**src/rtl/scaled_decimal_compare_assert.svh**
```systemverilog
// Assertion macros for the scaled decimal compare block.
// Used by scaled_decimal_compare.sv; expects clk and arst_n in scope.
`ifndef SCALED_DECIMAL_COMPARE_ASSERT_SVH
`define SCALED_DECIMAL_COMPARE_ASSERT_SVH

// Same-cycle implication, checked out of reset
`define SDC_ASSERT_IMPL(label, ante, cons) \
	label: assert property (@(posedge clk) disable iff (!arst_n) (ante) |-> (cons)) \
		else $error("scaled_decimal_compare: implication check failed");

// Next-cycle implication, checked out of reset
`define SDC_ASSERT_NEXT(label, ante, cons) \
	label: assert property (@(posedge clk) disable iff (!arst_n) (ante) |=> (cons)) \
		else $error("scaled_decimal_compare: next-cycle check failed");

`endif

```
**src/rtl/sdc_pkg.sv**
```systemverilog
// Shared constants, types and state codes for the scaled decimal compare block.
// No dependencies.
`default_nettype none

package sdc_pkg;

	// Operand format
	localparam int MAX_SCALE    = 28;
	localparam int MANT_BITS    = 96;
	localparam int MANT_FIELD_W = 96;
	localparam int SCALE_W      = 5;

	// Working magnitude: seven 32-bit limbs, wide enough for 96 bits times 10^28
	localparam int LIMB_W  = 32;
	localparam int LIMBS   = 7;
	localparam int WIDE_W  = LIMBS * LIMB_W;
	localparam int CARRY_W = 4;

	// Stream widths
	localparam int IN_DATA_W  = 208;
	localparam int OUT_DATA_W = 8;

	// Mantissa bits at or above MANT_BITS are ignored
	localparam logic [MANT_FIELD_W-1:0] MANT_MASK =
		{MANT_FIELD_W{1'b1}} >> (MANT_FIELD_W - MANT_BITS);

	// Per-cell control
	typedef struct packed {
		logic load;
		logic step;
		logic sel_a;
	} cell_ctl_t;

	// Magnitude compare result, a against b
	typedef struct packed {
		logic gt;
		logic lt;
	} mag_cmp_t;

	typedef enum logic [2:0] {
		ST_IDLE  = 3'b001,
		ST_SCALE = 3'b010,
		ST_CMP   = 3'b100
	} state_t;

endpackage

`default_nettype wire

```
**src/rtl/sdc_cell.sv**
```systemverilog
// One limb cell of the magnitude chain: holds a 32-bit limb of each operand,
// multiplies one of them by ten with a ripple carry, and compares. Uses sdc_pkg.
`default_nettype none

module sdc_cell
	import sdc_pkg::*;
(
	input  wire logic              clk,
	input  wire cell_ctl_t         ctl,
	input  wire logic [LIMB_W-1:0] a_load,
	input  wire logic [LIMB_W-1:0] b_load,
	input  wire logic [CARRY_W-1:0] cin,
	output logic [CARRY_W-1:0]     cout,
	input  wire mag_cmp_t          cmp_hi,
	output mag_cmp_t               cmp_out
);

	logic [LIMB_W-1:0]         a_q;
	logic [LIMB_W-1:0]         b_q;
	logic [LIMB_W-1:0]         mul_src;
	logic [LIMB_W+CARRY_W-1:0] prod;

	// limb * 10 + carry in, as x*8 + x*2 + cin
	always_comb begin
		mul_src = ctl.sel_a ? a_q : b_q;
		prod    = {{(CARRY_W-3){1'b0}}, mul_src, 3'b000}
			+ {{(CARRY_W-1){1'b0}}, mul_src, 1'b0}
			+ {{LIMB_W{1'b0}}, cin};
		cout    = prod[LIMB_W+CARRY_W-1:LIMB_W];
	end

	// Limb registers
	always_ff @(posedge clk) begin
		if (ctl.load) begin
			a_q <= a_load;
			b_q <= b_load;
		end else if (ctl.step) begin
			if (ctl.sel_a) begin
				a_q <= prod[LIMB_W-1:0];
			end else begin
				b_q <= prod[LIMB_W-1:0];
			end
		end
	end

	// Higher limbs decide first; equal so far falls to this limb
	always_comb begin
		if (cmp_hi.gt || cmp_hi.lt) begin
			cmp_out = cmp_hi;
		end else begin
			cmp_out.gt = (a_q > b_q);
			cmp_out.lt = (a_q < b_q);
		end
	end

endmodule

`default_nettype wire

```
**src/rtl/scaled_decimal_compare.sv**
```systemverilog
// Top level of the scaled decimal compare block: control, limb cell chain,
// output register. Uses sdc_pkg, sdc_cell and scaled_decimal_compare_assert.svh.
//
// Usage:
//   s_axis carries one pair of operands a, b per transfer (mantissa, scale,
//   sign each). m_axis returns one transfer per pair: is_equal and is_less.
//   Scales above 28 saturate to 28; -0 and +0 compare equal.
//   The mantissa with the smaller scale is multiplied by ten once per cycle
//   in a chain of seven 32-bit limb cells, the carry rippling along the chain.
//   An item therefore passes from the input transfer to m_axis_tvalid through
//   d decimal steps in the cell chain, d being the difference of the two
//   saturated scales (0 to 28), and then through the limb compare.
//   A new input transfer is taken in the cycle after the result is registered,
//   so no new pair is taken while the last one is still being worked on.
//   A result waits in the output register while m_axis_tready is low; the
//   block still accepts the next pair and works on it, and holds in the
//   compare step until the output register frees up.
//   Reset (arst_n low) empties the output register and returns to idle.
`default_nettype none
`include "scaled_decimal_compare_assert.svh"

module scaled_decimal_compare
	import sdc_pkg::*;
(
	input  wire logic                  clk,
	input  wire logic                  arst_n,
	input  wire logic                  s_axis_tvalid,
	output logic                       s_axis_tready,
	// a_mant_lo[63:0], a_mant_hi[95:64], a_scale[100:96], a_negative[101],
	// b_mant_lo[165:102], b_mant_hi[197:166], b_scale[202:198], b_negative[203], zero
	input  wire logic [IN_DATA_W-1:0]  s_axis_tdata,
	output logic                       m_axis_tvalid,
	input  wire logic                  m_axis_tready,
	// is_equal[0], is_less[1], zero
	output logic [OUT_DATA_W-1:0]      m_axis_tdata
);

	// Input field unpacking
	logic [MANT_FIELD_W-1:0] a_mant;
	logic [MANT_FIELD_W-1:0] b_mant;
	logic [SCALE_W-1:0]      a_scale;
	logic [SCALE_W-1:0]      b_scale;
	logic                    a_negative;
	logic                    b_negative;

	assign a_mant     = {s_axis_tdata[95:64], s_axis_tdata[63:0]} & MANT_MASK;
	assign a_scale    = s_axis_tdata[100:96];
	assign a_negative = s_axis_tdata[101];
	assign b_mant     = {s_axis_tdata[197:166], s_axis_tdata[165:102]} & MANT_MASK;
	assign b_scale    = s_axis_tdata[202:198];
	assign b_negative = s_axis_tdata[203];

	// Scale saturation and difference
	logic [SCALE_W-1:0] a_sat;
	logic [SCALE_W-1:0] b_sat;
	logic [SCALE_W-1:0] diff;
	logic               scale_a;

	always_comb begin
		a_sat   = (a_scale > SCALE_W'(MAX_SCALE)) ? SCALE_W'(MAX_SCALE) : a_scale;
		b_sat   = (b_scale > SCALE_W'(MAX_SCALE)) ? SCALE_W'(MAX_SCALE) : b_scale;
		scale_a = (b_sat > a_sat);
		diff    = scale_a ? (b_sat - a_sat) : (a_sat - b_sat);
	end

	// Control and per-item registers
	state_t             state_q;
	state_t             state_d;
	logic [SCALE_W-1:0] cnt_q;
	logic               sel_a_q;
	logic               a_neg_q;
	logic               b_neg_q;
	logic               both_zero_q;
	logic               m_valid_q;
	logic [1:0]         m_data_q;
	logic               s_acc;
	logic               out_free;
	logic               out_load;

	assign s_axis_tready = (state_q == ST_IDLE);
	assign s_acc         = s_axis_tvalid && s_axis_tready;
	assign out_free      = !m_valid_q || m_axis_tready;
	assign out_load      = (state_q == ST_CMP) && out_free;

	// Next state
	always_comb begin
		state_d = state_q;
		case (state_q)
			ST_IDLE: begin
				if (s_acc) begin
					state_d = (diff == '0) ? ST_CMP : ST_SCALE;
				end
			end
			ST_SCALE: begin
				if (cnt_q == SCALE_W'(1)) begin
					state_d = ST_CMP;
				end
			end
			ST_CMP: begin
				if (out_free) begin
					state_d = ST_IDLE;
				end
			end
			default: begin
				state_d = ST_IDLE;
			end
		endcase
	end

	always_ff @(posedge clk or negedge arst_n) begin
		if (!arst_n) begin
			state_q <= ST_IDLE;
			cnt_q   <= '0;
		end else begin
			state_q <= state_d;
			if (s_acc) begin
				cnt_q <= diff;
			end else if (state_q == ST_SCALE) begin
				cnt_q <= cnt_q - SCALE_W'(1);
			end
		end
	end

	// Item flags captured on the input transfer
	always_ff @(posedge clk) begin
		if (s_acc) begin
			sel_a_q     <= scale_a;
			a_neg_q     <= a_negative;
			b_neg_q     <= b_negative;
			both_zero_q <= (a_mant == '0) && (b_mant == '0);
		end
	end

	// Limb cell chain
	logic [WIDE_W-1:0]  a_wide;
	logic [WIDE_W-1:0]  b_wide;
	cell_ctl_t          ctl;
	logic [CARRY_W-1:0] carry [LIMBS];
	mag_cmp_t           cmp_ch [LIMBS+1];

	assign a_wide    = {{(WIDE_W-MANT_FIELD_W){1'b0}}, a_mant};
	assign b_wide    = {{(WIDE_W-MANT_FIELD_W){1'b0}}, b_mant};
	assign ctl.load  = s_acc;
	assign ctl.step  = (state_q == ST_SCALE);
	assign ctl.sel_a = sel_a_q;
	assign carry[0]  = '0;
	assign cmp_ch[LIMBS] = '0;

	for (genvar i = 0; i < LIMBS; i++) begin : g_cell
		if (i < LIMBS - 1) begin : g_mid
			sdc_cell u_cell (
				.clk     (clk),
				.ctl     (ctl),
				.a_load  (a_wide[i*LIMB_W +: LIMB_W]),
				.b_load  (b_wide[i*LIMB_W +: LIMB_W]),
				.cin     (carry[i]),
				.cout    (carry[i+1]),
				.cmp_hi  (cmp_ch[i+1]),
				.cmp_out (cmp_ch[i])
			);
		end else begin : g_top
			// Product never reaches the top limb's carry out
			sdc_cell u_cell (
				.clk     (clk),
				.ctl     (ctl),
				.a_load  (a_wide[i*LIMB_W +: LIMB_W]),
				.b_load  (b_wide[i*LIMB_W +: LIMB_W]),
				.cin     (carry[i]),
				.cout    (),
				.cmp_hi  (cmp_ch[i+1]),
				.cmp_out (cmp_ch[i])
			);
		end
	end

	// Sign and zero resolution
	logic res_eq;
	logic res_lt;

	always_comb begin
		res_eq = both_zero_q
			|| (!cmp_ch[0].gt && !cmp_ch[0].lt && (a_neg_q == b_neg_q));
		if (res_eq) begin
			res_lt = 1'b0;
		end else if (a_neg_q != b_neg_q) begin
			res_lt = a_neg_q;
		end else if (a_neg_q) begin
			res_lt = cmp_ch[0].gt;
		end else begin
			res_lt = cmp_ch[0].lt;
		end
	end

	// Output register
	always_ff @(posedge clk or negedge arst_n) begin
		if (!arst_n) begin
			m_valid_q <= 1'b0;
		end else if (out_load) begin
			m_valid_q <= 1'b1;
		end else if (m_axis_tready) begin
			m_valid_q <= 1'b0;
		end
	end

	always_ff @(posedge clk) begin
		if (out_load) begin
			m_data_q <= {res_lt, res_eq};
		end
	end

	assign m_axis_tvalid = m_valid_q;
	assign m_axis_tdata  = {{(OUT_DATA_W-2){1'b0}}, m_data_q};

	// Checks
	`SDC_ASSERT_NEXT(a_scale_entry, s_acc && (diff != '0), state_q == ST_SCALE)
	`SDC_ASSERT_IMPL(a_scale_cnt, state_q == ST_SCALE, cnt_q != '0)
	`SDC_ASSERT_NEXT(a_result_load, out_load, m_axis_tvalid && (state_q == ST_IDLE))
	`SDC_ASSERT_IMPL(a_eq_lt_excl, m_axis_tvalid, !(m_axis_tdata[0] && m_axis_tdata[1]))

endmodule

`default_nettype wire
```
**config.mk**
```make
export PLATFORM = sky130hd
export DESIGN_NAME = scaled_decimal_compare
export DESIGN_NICKNAME = d
export VERILOG_FILES = /design/src/rtl/sdc_pkg.sv /design/src/rtl/sdc_cell.sv /design/src/rtl/scaled_decimal_compare.sv
export VERILOG_INCLUDE_DIRS = /design/src /design/src/rtl
export SDC_FILE = /design/constraint.sdc
export NUM_CORES = 2
export LEC_CHECK = 0
export BUFFER_PORTS_ARGS = -buffer_cell sky130_fd_sc_hd__buf_2
export CAP_MARGIN = 15
export CORE_ASPECT_RATIO = 0.7
export CORE_MARGIN = 2
export CORE_UTILIZATION = 39
export CTS_CLUSTER_SIZE = 14
export DETAILED_ROUTE_END_ITERATION = 8
export HOLD_SLACK_MARGIN = 0.12
export SYNTH_ARGS = -nofsm -noshare
export SYNTH_HDL_FRONTEND = slang
export SYNTH_SLANG_ARGS = --single-unit
export TNS_END_PERCENT = 10
```
**constraint.sdc**
```tcl
create_clock -name clk -period 21.6 [get_ports clk]
set_input_delay 6.48 -clock clk [delete_from_list [all_inputs] [get_ports clk]]
set_output_delay 6.48 -clock clk [all_outputs]
set_load 0.02 [all_outputs]
```
# Word level (Yosys, flattened, before mapping)
# Index checks and enable logic that the tools add are counted.
# word_totals
reg_bits	463
inputBits	212
output_inout_bits	10
# classes
addsub	16
n_lt_le_gt_ge	17
n_eq_ne	10
muxes	45
bitwise	1
reduce_logical	27
# op_table
cell	n
two-way mux 32 bit	24
> comparator 32 bit	7
< comparator 32 bit	7
adder 35 x 33 -> 36 bit	6
logical NOT 96 bit	2
adder 36 x 4 -> 36 bit	5
adder 32 bit	1
adder 32 x 4 -> 32 bit	1
two-way mux 31 bit	1
two-way mux 5 bit	5
two-way mux 2 bit	6
two-way mux 3 bit	4
> comparator 5 bit, second input constant	2
subtractor 5 bit	2
case mux 3 bit (3 select lines)	1
logical OR 1 bit	8
AND reduction 2 bit	4
inequality test 2 x 1 -> 1 bit, second input constant	3
nonzero test 2 bit	3
== test 5 x 1 -> 1 bit, second input constant	1
> comparator 5 bit	1
logical AND 1 bit	5
logical NOT 5 bit	1
subtractor 5 x 1 -> 5 bit, second input constant	1
10 further kinds	15

# Longest topological paths before layout
# logic_depth
depth_word	17
ltp_mapped	103

# Cells and area by module
# Synthesis repeated with hierarchy kept, for this count alone.
# hier_totals
cells_unflattened	5323
hier_area_um2	45159.6
# modules_own_cells
mod	instances	cells_per_inst	area_per_inst_um2
sdc_cell at g_cell[2].g_mid.u_cell ...	3	753	6369.9
sdc_cell at g_cell[0].g_mid.u_cell ...	2	716	6172.2
sdc_cell at g_cell[5].g_mid.u_cell ...	2	713	6019.5
scaled_decimal_compare	1	206	1666.6

# Worst setup path before layout
# No wires, ideal clock.
# synth_path
kind	register to register
from	register sel_a_q
to	register g_cell[6].g_top.u_cell.a_q[24]
setup_time_ns	0.117
arrival_time_ns	20.791
required_time_ns	21.483
path_slack_ns	0.692
stages_incl_launch_ff	97
path_buffers	6
synth_period_minus_slack_ns	20.908
cell_sequence	edfxtp_1 clkbuf_1 clkbuf_1 clkbuf_1 buf_1 clkbuf_1 clkbuf_1 nand2_1 o21ai_0 ha_1 inv_1 fa_1 nand2b_1 a21oi_1 o32ai_1 a21oi_1 a221oi_2 o21ai_1 (+61 left out) a311o_1 a221o_1 a21oi_2 nor3_1 a211oi_1 ha_1 ha_1 fa_1 a21o_1 a21oi_1 o21ai_0 a21oi_1 o221ai_1 a41oi_1 nand2_1 a31oi_1 xnor2_1 a22o_1
# synth_between
elab_chain_len	8
elab_cells_between_ends	21
# synth_lines
element	line	text
start, declared	scaled_decimal_compare.sv:70	logic sel_a_q;
start signal, assigned	scaled_decimal_compare.sv:127	sel_a_q <= scale_a;
two-way mux 32 bit	sdc_cell.sv:25	mul_src = ctl.sel_a ? a_q : b_q;
adder 35 x 33 -> 36 bit	sdc_cell.sv:27	+ {{(CARRY_W-1){1'b0}}, mul_src, 1'b0}
adder 36 x 4 -> 36 bit (5 in series)	sdc_cell.sv:28	+ {{LIMB_W{1'b0}}, cin};
adder 32 x 4 -> 32 bit	sdc_cell.sv:28	
end signal, assigned	sdc_cell.sv:35	a_q <= a_load;
end signal, assigned	sdc_cell.sv:39	a_q <= prod[LIMB_W-1:0];
end, declared	sdc_cell.sv:18	logic [LIMB_W-1:0] a_q;
# Several ways; a longest one is shown, not always the timed one.
# A chain may end at the register's enable or synchronous reset.

# Final worst setup path
# layout_path
from	register sel_a_q
to	register g_cell[6].g_top.u_cell.a_q[31]
# Same word-level chain as after synthesis.

==> qor.csv <==
stage;metric;value;unit
outcome;status;completed;
cells_and_area;layout.cells.most_common;nand2_1;
cells_and_area;n_fill_cell;9437;
floorplan;initial_core_util;39.42;%
cells_and_area;antenna_cells;0;
yosys;ys_warn_count;0;
placed_design;finalWeightedCongestion;0.8915;
timing;slew_headroom;26.21;%
placed_design;io_buffers;211;
setup_path;cp_max_fo;3;
clock_network;cts_tree;built;
cells_and_area;syn_to_final_growth;13.38;%
pwr;p_per_area;150.8;nW/µm²
floorplan;die_w;376.6;µm
yosys;yosysSeqAreaShare;29.80;%
routing;drt_wl_total;106.8;mm
cells_and_area;stdcell_area;42980;µm²
clock_network;clk_pin_slew_worst_paths;0.06;ns
cells_and_area;final_cell_mix;nand2_1 (758), ha_1 (637), o21ai_0 (419);
timing;skew;0.02174;ns
cells_and_area;final_layout_size_suffix_gt1_share;10.80;%
yosys;ys.flop_type;dfxtp_1;
floorplan;fp.dieH;264.8;µm
timing;period_share;95.37;%
global_routing;grt-ovfl-total;0;
setup_path;reg2reg_from;sel_a_q;
setup_path;critPathLaunchType;flip-flop;
timing;min_period;20.60;ns
global_routing;grt_pass1_vias;30620;
clock_network;ctsHoldBuffers;0;
setup_path;worstPathArrival;21.11;ns
pwr;switching_power;2.964;mW
timing;worst_slack;0.9993;ns
yosys;synthArstFlopShare;1.944;%
hold_path;hp-start;g_cell[4].g_mid.u_cell.b_q[4];
placed_design;hpwl;80.17;mm
pwr;power_frac_seq;23.1;%
routing;antenna_left;0;
pwr;pwr-share-clk;13.5;%
timing;finalHoldViolations;0;
timing;worst_pin_slew;1.104;ns
pwr;sw_frac_of_total;45.72;%
yosys;synthCells;4512;
global_routing;grt_pass1_wl;168.8;mm
placed_design;dpl.cell_count;5972;
routing;remaining_drc_errors;0;
routing;vias;33130;
clock_network;clock_path_buffers;3;
floorplan;ios;222;
pwr;intPower;3.519;mW
timing;whs;0.4604;ns
timing;finalMaxSlewViolations;0;
pwr;combPwrFrac;63.5;%
clock_network;clock_latency;0.63;ns
cells_and_area;instances_no_fill;6068;
timing;setup_violations;0;
yosys;synth-edff-count;198;
routing;post_drt_wl_per_cell;17.60;µm
clock_network;cts-root-buf;clkbuf_16;
routing;vias_per_cell;5.459;
yosys;ys_types;78;
pwr;irDropWorstVdd;81.15;µV
yosys;synth.avg_cell_area;8.401;µm²
setup_path;crit_path_max_incr_delay;0.50;ns
setup_path;crit_top_cell;ha_1;
placed_design;post_dp_cell_area;41070;µm²
yosys;syn_area;37910;µm²
job;max_cap_viol_count;0;
routing;drt_iter0_drc;2527;
placed_design;place_ws;-0.02497;ns
setup_path;critPathCaptureType;flip-flop;
pwr;p_leak;20.50;nW
floorplan;core_area;96160;µm²
global_routing;antenna_found_initial;4;
cells_and_area;nNetsFinal;5633;
floorplan;fp-row-count;95;
setup_path;critPathKind;reg -> reg;
floorplan;die-area;99740;µm²
setup_path;crit_slowest_cell;fa_1;
clock_network;clock_sinks;463;
clock_network;htree_levels;2;
global_routing;grt_max_degree;88;
yosys;synth-seq-cells;463;
timing;finalSetupTns;0;ns
timing;clock.fmax;48.54;MHz
clock_network;numCtsBuffers;52;
routing;dr.pass1.iters;5;
global_routing;track_usage;20.88;%
setup_path;required;22.11;ns
setup_path;worstSetupStartpoint;sel_a_q;
hold_path;hold_path.class;reg -> reg;
sequential cells by signal (all words and copies together), names as in the netlist:
| name | count |
|---|---|
| g_cell.g_mid.u_cell.a_q | 192 |
| g_cell.g_mid.u_cell.b_q | 192 |
| g_cell.g_top.u_cell.a_q | 32 |
| g_cell.g_top.u_cell.b_q | 32 |
| cnt_q | 5 |
| state_q | 3 |
| m_data_q | 2 |
| a_neg_q | 1 |
| b_neg_q | 1 |
| both_zero_q | 1 |
| m_axis_tvalid | 1 |
| sel_a_q | 1 |
critical path: cells and delay by family (launching register included):
family                     cells  cell delay, ns
buffers and inverters         10            1.33
DFF                            1            0.42
and+or+nand+nor               12            1.98
xor gates and xnor gates       1            0.14
AOI/OAI and AO/OA             55           11.27
muxes                          1            0.36
adders and majority gates     15            4.93
kinds of logic (layout without fill, tap and decap cells):
kind of cell,Yosys count,in the layout,synth area share (%)
xor+xnor,188,188,4.344
mux,23,23,0.6404
compound gates,1311,1311,22.21
other cells,1,6,0.009893
flops,463,463,29.80
simple gates,1381,1381,16.20
buf+inv,492,782,4.935
fa+ha+maj,653,653,21.85
per-layer routing:
layer / up-vias / routed length (µm) / track usage [%]
met1: 15410 / 56680 / 33.63
met2: 791 / 41040 / 28.47
met5: - / 27 / 0
met3: 103 / 7394 / 3.529
met4: 4 / 1677 / 3.870
li1: 16820 / - / -
final timing paths:
check / slack (ns) / end / cells after the start
max: 1.0 / g_cell[6].g_top.u_cell.a_q[31] / 94
min: 0.46 / g_cell[4].g_mid.u_cell.b_q[4] / 2
max reg2reg: 1.0 / g_cell[6].g_top.u_cell.a_q[31] / 94
min reg2reg: 0.46 / g_cell[4].g_mid.u_cell.b_q[4] / 2
max in group asynchronous: 15.64 / state_q[0] / 1
min in group asynchronous: 5.71 / m_axis_tvalid / 1
stage by stage:
step           power (mW)  util (%)
2_1_floorplan       4.300         -
3_3_place_gp        5.432     42.71
3_5_place_dp        5.477     42.71
4_1_cts             6.399     44.39
5_1_grt             7.054     44.69
6_report            6.483     44.69
power by group through the flow:
stage / Combinational, mW / Sequential (mW) / Clock (mW)
after global placement: 3.92 / 1.51 / 0
after detailed placement: 3.96 / 1.51 / 0
after floorplan: 2.80 / 1.50 / 0
after CTS: 4.01 / 1.50 / 0.892
final: 4.11 / 1.50 / 0.873
after global routing: 4.61 / 1.52 / 0.926
what timing repair did:
item                       CTS  global route
gates cloned                 0             0
setup buffers                0             3
pin swaps                    0            13
gates resized for setup      5            71
setup endpoints to repair   16            52
final cells by class:
class	count	area, µm²	share of cell area (%)
inverter	332	1261	2.935
multi-input combinational	3562	25070	58.32
sequential	463	11300	26.29
clock inverter	16	101.3	0.2358
timing repair buffer	357	2168	5.045
clock buffer	77	1506	3.505
tap	1261	1578	3.671
cells in the mapped netlist (59+ instances only):
master	n	area [µm²]
xnor2_1	144	1261
nor3_1	63	315.3
clkbuf_1	145	544.3
edfxtp_1	198	5946
inv_1	332	1246
a21oi_1	257	1286
nand2_1	759	2849
dfxtp_1	256	5125
nor4_1	64	400.4
o21ai_0	438	2192
a21o_1	163	1224
ha_1	638	7983
nor2_1	199	747.0
nand4_1	74	462.9
nand3_1	59	295.3
a22o_1	135	1182
Note: power is estimated with default switching activity, not from simulation.
